## config.mk

```make
export PLATFORM = sky130hd
export DESIGN_NAME = zdf_ladder_lowpass_4pole
export DESIGN_NICKNAME = d
export VERILOG_FILES = /design/src/rtl/zdf_pkg.sv /design/src/rtl/zdf_ram.sv /design/src/rtl/zdf_ctrl.sv /design/src/rtl/zdf_datapath.sv /design/src/rtl/zdf_ladder_lowpass_4pole.sv
export SDC_FILE = /design/constraint.sdc
export NUM_CORES = 2
export LEC_CHECK = 0
export ABC_AREA = 1
export BUFFER_PORTS_ARGS = -buffer_cell sky130_fd_sc_hd__buf_2
export CAP_MARGIN = 20
export CORE_MARGIN = 4
export CORE_UTILIZATION = 40
export DETAILED_ROUTE_END_ITERATION = 7
export PLACE_DENSITY = 0.61
export SETUP_SLACK_MARGIN = 0.3
export SLEW_MARGIN = 25
export SYNTH_ARGS = -nofsm -noshare
export SYNTH_HDL_FRONTEND = slang
export SYNTH_SLANG_ARGS = --single-unit
export TNS_END_PERCENT = 10
```

## constraint.sdc

```tcl
create_clock -name clk -period 12.4 [get_ports clk]
set_input_delay 2.48 -clock clk [delete_from_list [all_inputs] [get_ports clk]]
set_output_delay 2.48 -clock clk [all_outputs]
set_load 0.01 [all_outputs]
```

## src/rtl/zdf_pkg.sv

```systemverilog
package zdf_pkg;

    // Number of channels with their own filter state.
    localparam int CHANNELS = 8;
    localparam int ADDR_W = (CHANNELS > 1) ? $clog2(CHANNELS) : 1;

    // Field widths.
    localparam int CH_W     = 3;
    localparam int SAMPLE_W = 24;
    localparam int GAIN_W   = 16;
    localparam int ST_W     = 28;
    localparam int STAGES   = 4;
    localparam int STAGE_W  = 2;
    localparam int FRAC_W   = 16;
    localparam int DIFF_W   = ST_W + 1;
    localparam int PROD_W   = GAIN_W + 1 + DIFF_W;
    localparam int ACC_W    = 32;
    localparam int STATE_WORD_W = STAGES * ST_W;

    // Configuration port.
    localparam int PADDR_W = 3;
    localparam int PDATA_W = 32;
    localparam logic REG_FEEDBACK_GAIN = 1'b0;
    localparam logic [GAIN_W-1:0] FEEDBACK_GAIN_RESET = 16'd26214;

    localparam logic [STAGE_W-1:0] LAST_STAGE = STAGE_W'(STAGES - 1);

    typedef struct packed {
        logic                load;
        logic                fb_mul;
        logic                fb_sub;
        logic                st_mul;
        logic                st_upd;
        logic [STAGE_W-1:0]  stage;
        logic                wb;
    } dp_cmd_t;

    typedef struct packed {
        logic chan_bad;
    } dp_status_t;

    function automatic logic [ADDR_W-1:0] to_addr(input logic [CH_W-1:0] ch);
        return ADDR_W'(ch);
    endfunction

    function automatic logic chan_ok(input logic [CH_W-1:0] ch);
        return (32'(ch) < CHANNELS);
    endfunction

    // Saturate a wide sum to the signed state width.
    function automatic logic signed [ST_W-1:0] sat_st(input logic signed [ACC_W-1:0] v);
        logic signed [ACC_W-1:0] hi;
        logic signed [ACC_W-1:0] lo;
        hi = ACC_W'((64'sd1 <<< (ST_W - 1)) - 64'sd1);
        lo = -hi - ACC_W'(1);
        if (v > hi)
            return hi[ST_W-1:0];
        else if (v < lo)
            return lo[ST_W-1:0];
        else
            return v[ST_W-1:0];
    endfunction

    // Saturate a state-width value to the signed sample width.
    function automatic logic signed [SAMPLE_W-1:0] sat_out(input logic signed [ST_W-1:0] v);
        logic signed [ST_W-1:0] hi;
        logic signed [ST_W-1:0] lo;
        hi = ST_W'((64'sd1 <<< (SAMPLE_W - 1)) - 64'sd1);
        lo = -hi - ST_W'(1);
        if (v > hi)
            return hi[SAMPLE_W-1:0];
        else if (v < lo)
            return lo[SAMPLE_W-1:0];
        else
            return v[SAMPLE_W-1:0];
    endfunction

    // Round a Q0.16 product to nearest, halves toward plus infinity.
    function automatic logic signed [ACC_W-1:0] round_q16(input logic signed [PROD_W-1:0] p);
        logic signed [PROD_W:0] t;
        logic signed [PROD_W:0] s;
        t = $signed({p[PROD_W-1], p}) + $signed((PROD_W + 1)'(1) <<< (FRAC_W - 1));
        s = t >>> FRAC_W;
        return s[ACC_W-1:0];
    endfunction

    function automatic logic signed [ACC_W-1:0] ext_st(input logic signed [ST_W-1:0] v);
        return $signed({{(ACC_W - ST_W){v[ST_W-1]}}, v});
    endfunction

endpackage

```

## src/rtl/zdf_ram.sv

```systemverilog
module zdf_ram #(
    parameter int WIDTH  = 8,
    parameter int DEPTH  = 8,
    parameter int ADDR_W = (DEPTH > 1) ? $clog2(DEPTH) : 1
) (
    input  logic              clk,
    input  logic              we,
    input  logic [ADDR_W-1:0] waddr,
    input  logic [WIDTH-1:0]  wdata,
    input  logic              re,
    input  logic [ADDR_W-1:0] raddr,
    output logic [WIDTH-1:0]  rdata
);

    logic [WIDTH-1:0] mem_reg [DEPTH];
    logic [WIDTH-1:0] rdata_reg;

    always_ff @(posedge clk)
    begin
        if (we)
        begin
            mem_reg[waddr] <= wdata;
        end
        if (re)
        begin
            rdata_reg <= mem_reg[raddr];
        end
    end

    assign rdata = rdata_reg;

endmodule

```

## src/rtl/zdf_ctrl.sv

```systemverilog
module zdf_ctrl (
    input  logic                clk,
    input  logic                rst_n,
    input  logic                in_valid,
    output logic                in_ready,
    output logic                out_valid,
    input  logic                out_ready,
    input  zdf_pkg::dp_status_t status,
    output zdf_pkg::dp_cmd_t    cmd
);

    typedef enum logic [2:0] {
        S_IDLE,
        S_FB_MUL,
        S_FB_SUB,
        S_ST_MUL,
        S_ST_UPD,
        S_WB
    } state_t;

    state_t                       state_reg, state_next;
    logic [zdf_pkg::STAGE_W-1:0]  stage_reg, stage_next;
    logic                         out_valid_reg, out_valid_next;
    logic                         wb_go;

    // The result slot is free when empty or emptied in this cycle.
    assign wb_go = (state_reg == S_WB) && (!out_valid_reg || out_ready);

    always_comb
    begin
        state_next     = state_reg;
        stage_next     = stage_reg;
        out_valid_next = out_valid_reg;
        if (out_valid_reg && out_ready)
        begin
            out_valid_next = 1'b0;
        end
        unique case (state_reg)
            S_IDLE:
            begin
                if (in_valid)
                begin
                    state_next = S_FB_MUL;
                end
            end
            S_FB_MUL:
            begin
                state_next = status.chan_bad ? S_WB : S_FB_SUB;
            end
            S_FB_SUB:
            begin
                stage_next = '0;
                state_next = S_ST_MUL;
            end
            S_ST_MUL:
            begin
                state_next = S_ST_UPD;
            end
            S_ST_UPD:
            begin
                if (stage_reg == zdf_pkg::LAST_STAGE)
                begin
                    state_next = S_WB;
                end
                else
                begin
                    stage_next = stage_reg + 1'b1;
                    state_next = S_ST_MUL;
                end
            end
            S_WB:
            begin
                if (wb_go)
                begin
                    out_valid_next = 1'b1;
                    state_next     = S_IDLE;
                end
            end
            default:
            begin
                state_next = S_IDLE;
            end
        endcase
    end

    always_ff @(posedge clk or negedge rst_n)
    begin
        if (!rst_n)
        begin
            state_reg     <= S_IDLE;
            stage_reg     <= '0;
            out_valid_reg <= 1'b0;
        end
        else
        begin
            state_reg     <= state_next;
            stage_reg     <= stage_next;
            out_valid_reg <= out_valid_next;
        end
    end

    assign in_ready  = (state_reg == S_IDLE);
    assign out_valid = out_valid_reg;

    always_comb
    begin
        cmd.load   = (state_reg == S_IDLE) && in_valid;
        cmd.fb_mul = (state_reg == S_FB_MUL);
        cmd.fb_sub = (state_reg == S_FB_SUB);
        cmd.st_mul = (state_reg == S_ST_MUL);
        cmd.st_upd = (state_reg == S_ST_UPD);
        cmd.stage  = stage_reg;
        cmd.wb     = wb_go;
    end

endmodule

```

## src/rtl/zdf_datapath.sv

```systemverilog
module zdf_datapath (
    input  logic                                clk,
    input  logic                                rst_n,
    input  zdf_pkg::dp_cmd_t                    cmd,
    output zdf_pkg::dp_status_t                 status,
    input  logic [zdf_pkg::GAIN_W-1:0]          feedback_gain,
    input  logic [zdf_pkg::CH_W-1:0]            channel,
    input  logic signed [zdf_pkg::SAMPLE_W-1:0] sample_in,
    input  logic [zdf_pkg::GAIN_W-1:0]          stage_gain,
    output logic [zdf_pkg::CH_W-1:0]            channel_out,
    output logic signed [zdf_pkg::SAMPLE_W-1:0] sample_out
);

    localparam int ST_W   = zdf_pkg::ST_W;
    localparam int ACC_W  = zdf_pkg::ACC_W;

    logic [zdf_pkg::CH_W-1:0]            ch_reg;
    logic signed [zdf_pkg::SAMPLE_W-1:0] sample_reg;
    logic [zdf_pkg::GAIN_W-1:0]          gain_reg;
    logic                                bad_reg;
    logic                                rd_valid_reg;
    logic                                valid_reg [zdf_pkg::CHANNELS];
    logic signed [zdf_pkg::PROD_W-1:0]   prod_reg;
    logic signed [ST_W-1:0]              x_reg;
    logic signed [ST_W-1:0]              s_reg [zdf_pkg::STAGES];
    logic [zdf_pkg::CH_W-1:0]            channel_out_reg;
    logic signed [zdf_pkg::SAMPLE_W-1:0] sample_out_reg;

    logic [zdf_pkg::STATE_WORD_W-1:0]    rdata;
    logic [zdf_pkg::STATE_WORD_W-1:0]    wdata;
    logic [zdf_pkg::ADDR_W-1:0]          waddr;
    logic signed [ST_W-1:0]              s_load [zdf_pkg::STAGES];
    logic signed [ST_W-1:0]              s_cur;
    logic [zdf_pkg::GAIN_W-1:0]          mul_gain;
    logic signed [zdf_pkg::DIFF_W-1:0]   mul_op;
    logic signed [zdf_pkg::GAIN_W:0]     mul_a;
    logic signed [zdf_pkg::PROD_W-1:0]   mul_p;
    logic signed [ST_W-1:0]              x_fb;
    logic signed [ST_W-1:0]              v_new;
    logic signed [ST_W-1:0]              s_new;

    assign waddr = zdf_pkg::to_addr(ch_reg);

    zdf_ram #(
        .WIDTH (zdf_pkg::STATE_WORD_W),
        .DEPTH (zdf_pkg::CHANNELS)
    ) u_state_ram (
        .clk   (clk),
        .we    (cmd.wb && !bad_reg),
        .waddr (waddr),
        .wdata (wdata),
        .re    (cmd.load),
        .raddr (zdf_pkg::to_addr(channel)),
        .rdata (rdata)
    );

    // A channel never written reads as zero state.
    always_comb
    begin
        for (int k = 0; k < zdf_pkg::STAGES; k++)
        begin
            s_load[k] = rd_valid_reg ? $signed(rdata[k*ST_W +: ST_W]) : '0;
            wdata[k*ST_W +: ST_W] = s_reg[k];
        end
    end

    assign s_cur = s_reg[cmd.stage];

    // One shared multiplier: feedback gain times fourth state, or stage gain
    // times the difference between stage input and stage state.
    always_comb
    begin
        if (cmd.fb_mul)
        begin
            mul_gain = feedback_gain;
            mul_op   = $signed({s_load[zdf_pkg::STAGES-1][ST_W-1],
                                s_load[zdf_pkg::STAGES-1]});
        end
        else
        begin
            mul_gain = gain_reg;
            mul_op   = $signed({x_reg[ST_W-1], x_reg}) - $signed({s_cur[ST_W-1], s_cur});
        end
        mul_a = $signed({1'b0, mul_gain});
        mul_p = mul_a * mul_op;
    end

    always_comb
    begin
        logic signed [ACC_W-1:0] smp;
        logic signed [ACC_W-1:0] vsum;
        logic signed [ACC_W-1:0] ssum;
        smp   = $signed({{(ACC_W - zdf_pkg::SAMPLE_W){sample_reg[zdf_pkg::SAMPLE_W-1]}},
                         sample_reg});
        x_fb  = zdf_pkg::sat_st(smp - zdf_pkg::round_q16(prod_reg));
        vsum  = zdf_pkg::ext_st(s_cur) + zdf_pkg::round_q16(prod_reg);
        v_new = zdf_pkg::sat_st(vsum);
        ssum  = (zdf_pkg::ext_st(v_new) <<< 1) - zdf_pkg::ext_st(s_cur);
        s_new = zdf_pkg::sat_st(ssum);
    end

    always_ff @(posedge clk or negedge rst_n)
    begin
        if (!rst_n)
        begin
            bad_reg      <= 1'b0;
            rd_valid_reg <= 1'b0;
            for (int c = 0; c < zdf_pkg::CHANNELS; c++)
            begin
                valid_reg[c] <= 1'b0;
            end
        end
        else
        begin
            if (cmd.load)
            begin
                bad_reg      <= !zdf_pkg::chan_ok(channel);
                rd_valid_reg <= zdf_pkg::chan_ok(channel) &&
                                valid_reg[zdf_pkg::to_addr(channel)];
            end
            if (cmd.wb && !bad_reg)
            begin
                valid_reg[waddr] <= 1'b1;
            end
        end
    end

    always_ff @(posedge clk)
    begin
        if (cmd.load)
        begin
            ch_reg     <= channel;
            sample_reg <= sample_in;
            gain_reg   <= stage_gain;
        end
        if (cmd.fb_mul)
        begin
            for (int k = 0; k < zdf_pkg::STAGES; k++)
            begin
                s_reg[k] <= s_load[k];
            end
        end
        if (cmd.fb_mul || cmd.st_mul)
        begin
            prod_reg <= mul_p;
        end
        if (cmd.fb_sub)
        begin
            x_reg <= x_fb;
        end
        if (cmd.st_upd)
        begin
            x_reg             <= v_new;
            s_reg[cmd.stage]  <= s_new;
        end
        if (cmd.wb)
        begin
            channel_out_reg <= ch_reg;
            sample_out_reg  <= bad_reg ? '0 : zdf_pkg::sat_out(x_reg);
        end
    end

    assign status.chan_bad = bad_reg;
    assign channel_out     = channel_out_reg;
    assign sample_out      = sample_out_reg;

endmodule

```

## src/rtl/zdf_ladder_lowpass_4pole.sv

```systemverilog
// Channel        Handshake                        Payload
// input          in_valid / in_ready              channel, sample_in, stage_gain
// output         out_valid / out_ready            channel_out, sample_out
// configuration  psel, penable, pwrite, pready    paddr, pwdata, prdata
//
// An input transfer is taken only in idle, so a new item starts only once the last one
// has left write-back. A valid channel's item runs feedback multiply, feedback subtract,
// a multiply and an update per stage, then write-back; an out-of-range channel's skips
// to write-back. Each multiplier use is followed by a step that rounds, adds and saturates.
// Reset clears all filter state at once through per-channel valid bits. A new input is
// taken while a result waits; a finished item stalls in write-back until that result goes.
module zdf_ladder_lowpass_4pole (
    input  logic                                clk,
    input  logic                                rst_n,
    input  logic                                in_valid,
    output logic                                in_ready,
    input  logic [zdf_pkg::CH_W-1:0]            channel,
    input  logic signed [zdf_pkg::SAMPLE_W-1:0] sample_in,
    input  logic [zdf_pkg::GAIN_W-1:0]          stage_gain,
    output logic                                out_valid,
    input  logic                                out_ready,
    output logic [zdf_pkg::CH_W-1:0]            channel_out,
    output logic signed [zdf_pkg::SAMPLE_W-1:0] sample_out,
    input  logic                                psel,
    input  logic                                penable,
    input  logic                                pwrite,
    input  logic [zdf_pkg::PADDR_W-1:0]         paddr,
    input  logic [zdf_pkg::PDATA_W-1:0]         pwdata,
    output logic [zdf_pkg::PDATA_W-1:0]         prdata,
    output logic                                pready
);

    logic [zdf_pkg::GAIN_W-1:0] feedback_gain_reg;
    logic [zdf_pkg::GAIN_W-1:0] feedback_gain_next;
    logic                       reg_index;
    zdf_pkg::dp_cmd_t           cmd;
    zdf_pkg::dp_status_t        status;

    // Registers sit on 32-bit words; the word index is the address above the
    // byte offset.
    assign reg_index = paddr[2];
    assign pready    = 1'b1;

    // A write transfer completes in the access phase of an APB cycle.
    always_comb
    begin
        feedback_gain_next = feedback_gain_reg;
        if (psel && penable && pwrite && pready && (reg_index == zdf_pkg::REG_FEEDBACK_GAIN))
        begin
            feedback_gain_next = pwdata[zdf_pkg::GAIN_W-1:0];
        end
    end

    always_ff @(posedge clk or negedge rst_n)
    begin
        if (!rst_n)
        begin
            feedback_gain_reg <= zdf_pkg::FEEDBACK_GAIN_RESET;
        end
        else
        begin
            feedback_gain_reg <= feedback_gain_next;
        end
    end

    // Reads of addresses beyond the register list return zero.
    always_comb
    begin
        prdata = '0;
        if (reg_index == zdf_pkg::REG_FEEDBACK_GAIN)
        begin
            prdata = zdf_pkg::PDATA_W'(feedback_gain_reg);
        end
    end

    // The controller sequences one item at a time through the datapath.
    zdf_ctrl u_ctrl (
        .clk       (clk),
        .rst_n     (rst_n),
        .in_valid  (in_valid),
        .in_ready  (in_ready),
        .out_valid (out_valid),
        .out_ready (out_ready),
        .status    (status),
        .cmd       (cmd)
    );

    // The datapath holds the per-channel state memory, the shared multiplier and
    // the result register.
    zdf_datapath u_datapath (
        .clk           (clk),
        .rst_n         (rst_n),
        .cmd           (cmd),
        .status        (status),
        .feedback_gain (feedback_gain_reg),
        .channel       (channel),
        .sample_in     (sample_in),
        .stage_gain    (stage_gain),
        .channel_out   (channel_out),
        .sample_out    (sample_out)
    );

endmodule

```

==> reports/summary.log <==
qor: routing.drtAntennaViolNets 0
qor: yosys.synth_area_leader_cell edfxtp_1
qor: routing.vias 55,310
qor: routing.drc_errors 0
qor: sta.relSlewSlack 21.44%
qor: cts.cts.repair_timing.setup_buffer_count 0
qor: global_route.first_global_vias 54,470
qor: critical_path.timing_worst_setup_path_type flip-flop to flip-flop
qor: outcome.outcome complete, no violations
qor: floorplanning.die-area 194,900 um^2
qor: cts.cts_sinks 1,280
qor: critical_path.critPathCapture u_datapath.prod_reg[33]$_DFFE_PP_
qor: placed_design.place.detailed.hpwl 152,900 um
qor: floorplanning.fp.dieW 441.5 um
qor: critical_path.r2r-start u_ctrl.stage_reg[0]$_DFFE_PN0P_
qor: job.drv.max_cap_violation_count 0
qor: placed_design.placed_area 78,460 um^2
qor: cts.htree_num_levels 4
qor: critical_path.critPathMaxFanout 18
qor: cts.cts_tree yes
qor: sta.timing.final.hold_violations 0
qor: critical_path.worst_path_most_repeated_cell nand2_1
qor: sta.tns 0 ns
qor: final_layout.area.growth.synth_to_final 10.30%
qor: cts.cts_buffers 136
qor: critical_path.cp.arrival 11.22 ns
qor: floorplanning.initial_core_util 40.36%
qor: cts.clkTransAtPathRegs 0.06 ns
qor: yosys.mappedNetlistArea 75,150 um^2
qor: yosys.syn-instance-count 7,633
qor: yosys.yosysUniqueCellTypes 53
qor: final_layout.layout.nets 8,416
qor: yosys.synth_top_cell_area_share 49.91%
qor: final_layout.multi_input_comb_area 32,190 um^2
qor: yosys.yosys_most_used_dff edfxtp_1
qor: final_layout.sequential_cell_area 38,290 um^2
qor: yosys.top_count_cell_post_synth nand2_1
qor: critical_path.worstPathBufferInverterCount 9
qor: critical_path.capturing_point_of_the_worst_reg2reg_path u_datapath.prod_reg[33]$_DFFE_PP_
qor: critical_path.worstPathRequired 12.91 ns
qor: final_layout.post-route-cell-area 82,900 um^2
qor: routing.avgRoutedWirePerCell 22.45 um
qor: routing.drt-vias-per-instance 5.402
qor: yosys.synth.yosys.warnings 0
qor: cts.clk_path_buf_depth 3
qor: global_route.first_pass_grt_wire_length 344,000 um
qor: sta.finClkSkew 0.05418 ns
qor: critical_path.cp_top_family adder cells
qor: routing.route.final.wire_length 229,800 um
qor: yosys.synth-seq-cells 1,280
qor: critical_path.timing.reg2reg.setup_slack 1.69 ns
qor: critical_path.critPathMaxStageDelay 0.83 ns
qor: placed_design.final_weighted_congestion_of_routability_driven_global_placement 0.9768
qor: critical_path.timing.critical_path.from u_ctrl.stage_reg[0]$_DFFE_PN0P_
qor: final_layout.layout-drive-gt1-share 5.984%
qor: routing.drt_pre_antenna_iters 6
qor: floorplanning.core_area 186,200 um^2
qor: floorplanning.fp-row-count 158
qor: final_layout.number_of_inserted_filler_cells_in_the_final_layout 17,680
qor: sta.fmaxAchievable 93.40 MHz
qor: critical_path.rr_worst_depth 37
qor: routing.detailedRoute.firstIterationViolations 5,768
qor: sta.final_clock_period_utilization_by_the_worst_path 86.35%
qor: worst_hold_path.min_path_type flip-flop to flip-flop
qor: yosys.synth_commonest_cells nand2_1 (1,398), edfxtp_1 (1,249), nor2_1 (1,246)
qor: sta.slew_viol_final 0
qor: cts.post_cts_hold_buffer_count 0
qor: cts.cts.repair.resized 0
qor: sta.grt_setup_unrepaired false
qor: cts.clock_insertion_delay_worst_skew 0.81 ns
qor: global_route.maximum_number_of_pins_on_one_net_before_global_route_repair 179
qor: yosys.number_of_flops_mapped_to_enable_cells_by_yosys 1,249
qor: critical_path.cp_num_cells 37
qor: sta.setup_violations 0
qor: floorplanning.pin_count 147
qor: cts.cts_root_buffer clkbuf_16
qor: sta.clock_period_minus_final_worst_setup_slack 10.71 ns
qor: yosys.seq_area_frac_synth 50.95%
qor: final_layout.largest_register_ffs 896
qor: critical_path.timing.critical_path.slowest_stage_cell a32oi_1
qor: yosys.async_reset_ff_share 2.422%
qor: yosys.synth_top_cells_by_area edfxtp_1 (50%), fa_1 (12%), nand2_1 (7.0%)
qor: global_route.grt_overflow_total 0
qor: critical_path.timing.critical_path.from_type flip-flop
qor: floorplanning.floorplan.die.height 441.5 um
qor: global_route.grt_util_all_layers 23.47%
qor: global_route.grt_antenna_before_repair 11
qor: yosys.post_synthesis_area_per_instance 9.846 um^2
qor: placed_design.place.port_buffers 111
qor: critical_path.worst_setup_path_end_kind flip-flop
qor: sta.worstMarginPinSlew 1.178 ns
## worst min-delay path, stage by stage, from the launching register on
cell and delay, ns:
dfrtp_1 0.32, inv_1 0.04, o21ai_0 0.06
## cell usage in the layout (no fill, tap or decap), types with 29 or more instances in the layout
cell type and instances:
nand2_1 1394, edfxtp_1 1249, nor2_1 1232, inv_1 917, o21ai_0 577, fa_1 449
nand3_1 315, ha_1 230, a21oi_1 214, clkbuf_16 137, a31oi_1 124, o22ai_1 112
buf_2 109, xor2_1 104, buf_4 78, xnor2_1 46, nor3_1 44, clkbuf_1 39
a21boi_0 29
## cells by family after synthesis
kind of cell	count (synthesis)	share of synthesized area, %
other	2	0.009993
and+or+nand+nor	3074	16.21
DFF	1280	50.95
adders and majority gates	679	15.79
buffers and inverters	1272	6.551
xor gates and xnor gates	150	1.748
AOI/OAI and AO/OA	1176	8.737
## routing by layer
| metal | track usage [%] | routed length (um) | vias to the layer above |
|---|---|---|---|
| met1 | 32.15 | 95970 | 27360 |
| met4 | 8.796 | 8873 | 6 |
| met3 | 3.876 | 17920 | 381 |
| li1 | - | - | 25330 |
| met2 | 37.65 | 107000 | 2225 |
| met5 | 0 | 45 | - |
## worst min path at each step
stage,startpoint,endpoint,slack [ns],cells past startpoint
2_1_floorplan,u_datapath.valid_reg[0]$_DFFE_PN0P_,u_datapath.valid_reg[0]$_DFFE_PN0P_,0.43,2
4_1_cts,u_datapath.valid_reg[0]$_DFFE_PN0P_,u_datapath.valid_reg[0]$_DFFE_PN0P_,0.46,2
3_3_place_gp,u_datapath.valid_reg[2]$_DFFE_PN0P_,u_datapath.valid_reg[2]$_DFFE_PN0P_,0.44,2
5_1_grt,u_datapath.valid_reg[4]$_DFFE_PN0P_,u_datapath.valid_reg[4]$_DFFE_PN0P_,0.47,1
3_5_place_dp,u_datapath.valid_reg[0]$_DFFE_PN0P_,u_datapath.valid_reg[0]$_DFFE_PN0P_,0.45,2
6_report,u_datapath.valid_reg[2]$_DFFE_PN0P_,u_datapath.valid_reg[2]$_DFFE_PN0P_,0.45,2
## layout make-up
cell class                 instances  area share [%]
tap                             2480           3.743
antenna                            4         0.01207
sequential                      1280           46.19
inverter                         939           4.287
multi-input combinational       5096           38.83
timing repair buffer             199           1.659
clock inverter                    61          0.9147
clock buffer                     179           4.362
## stage by stage
step | hold slack [ns] | utilization, % | instances | worst slack, ns
global route | 0.4724 | 44.51 | 10240 | 1.258
CTS | 0.4578 | 44.48 | 10230 | 1.948
detailed placement | 0.4455 | 42.13 | 9992 | 2.027
finish | 0.4522 | 44.51 | 10240 | 1.693
floorplan | 0.4276 | - | 7648 | 2.773
global placement | 0.4420 | 42.11 | 9987 | 1.959
Power is not shown: default switching activity piles up to over one toggle a cycle in this logic, so the estimate is an artifact.
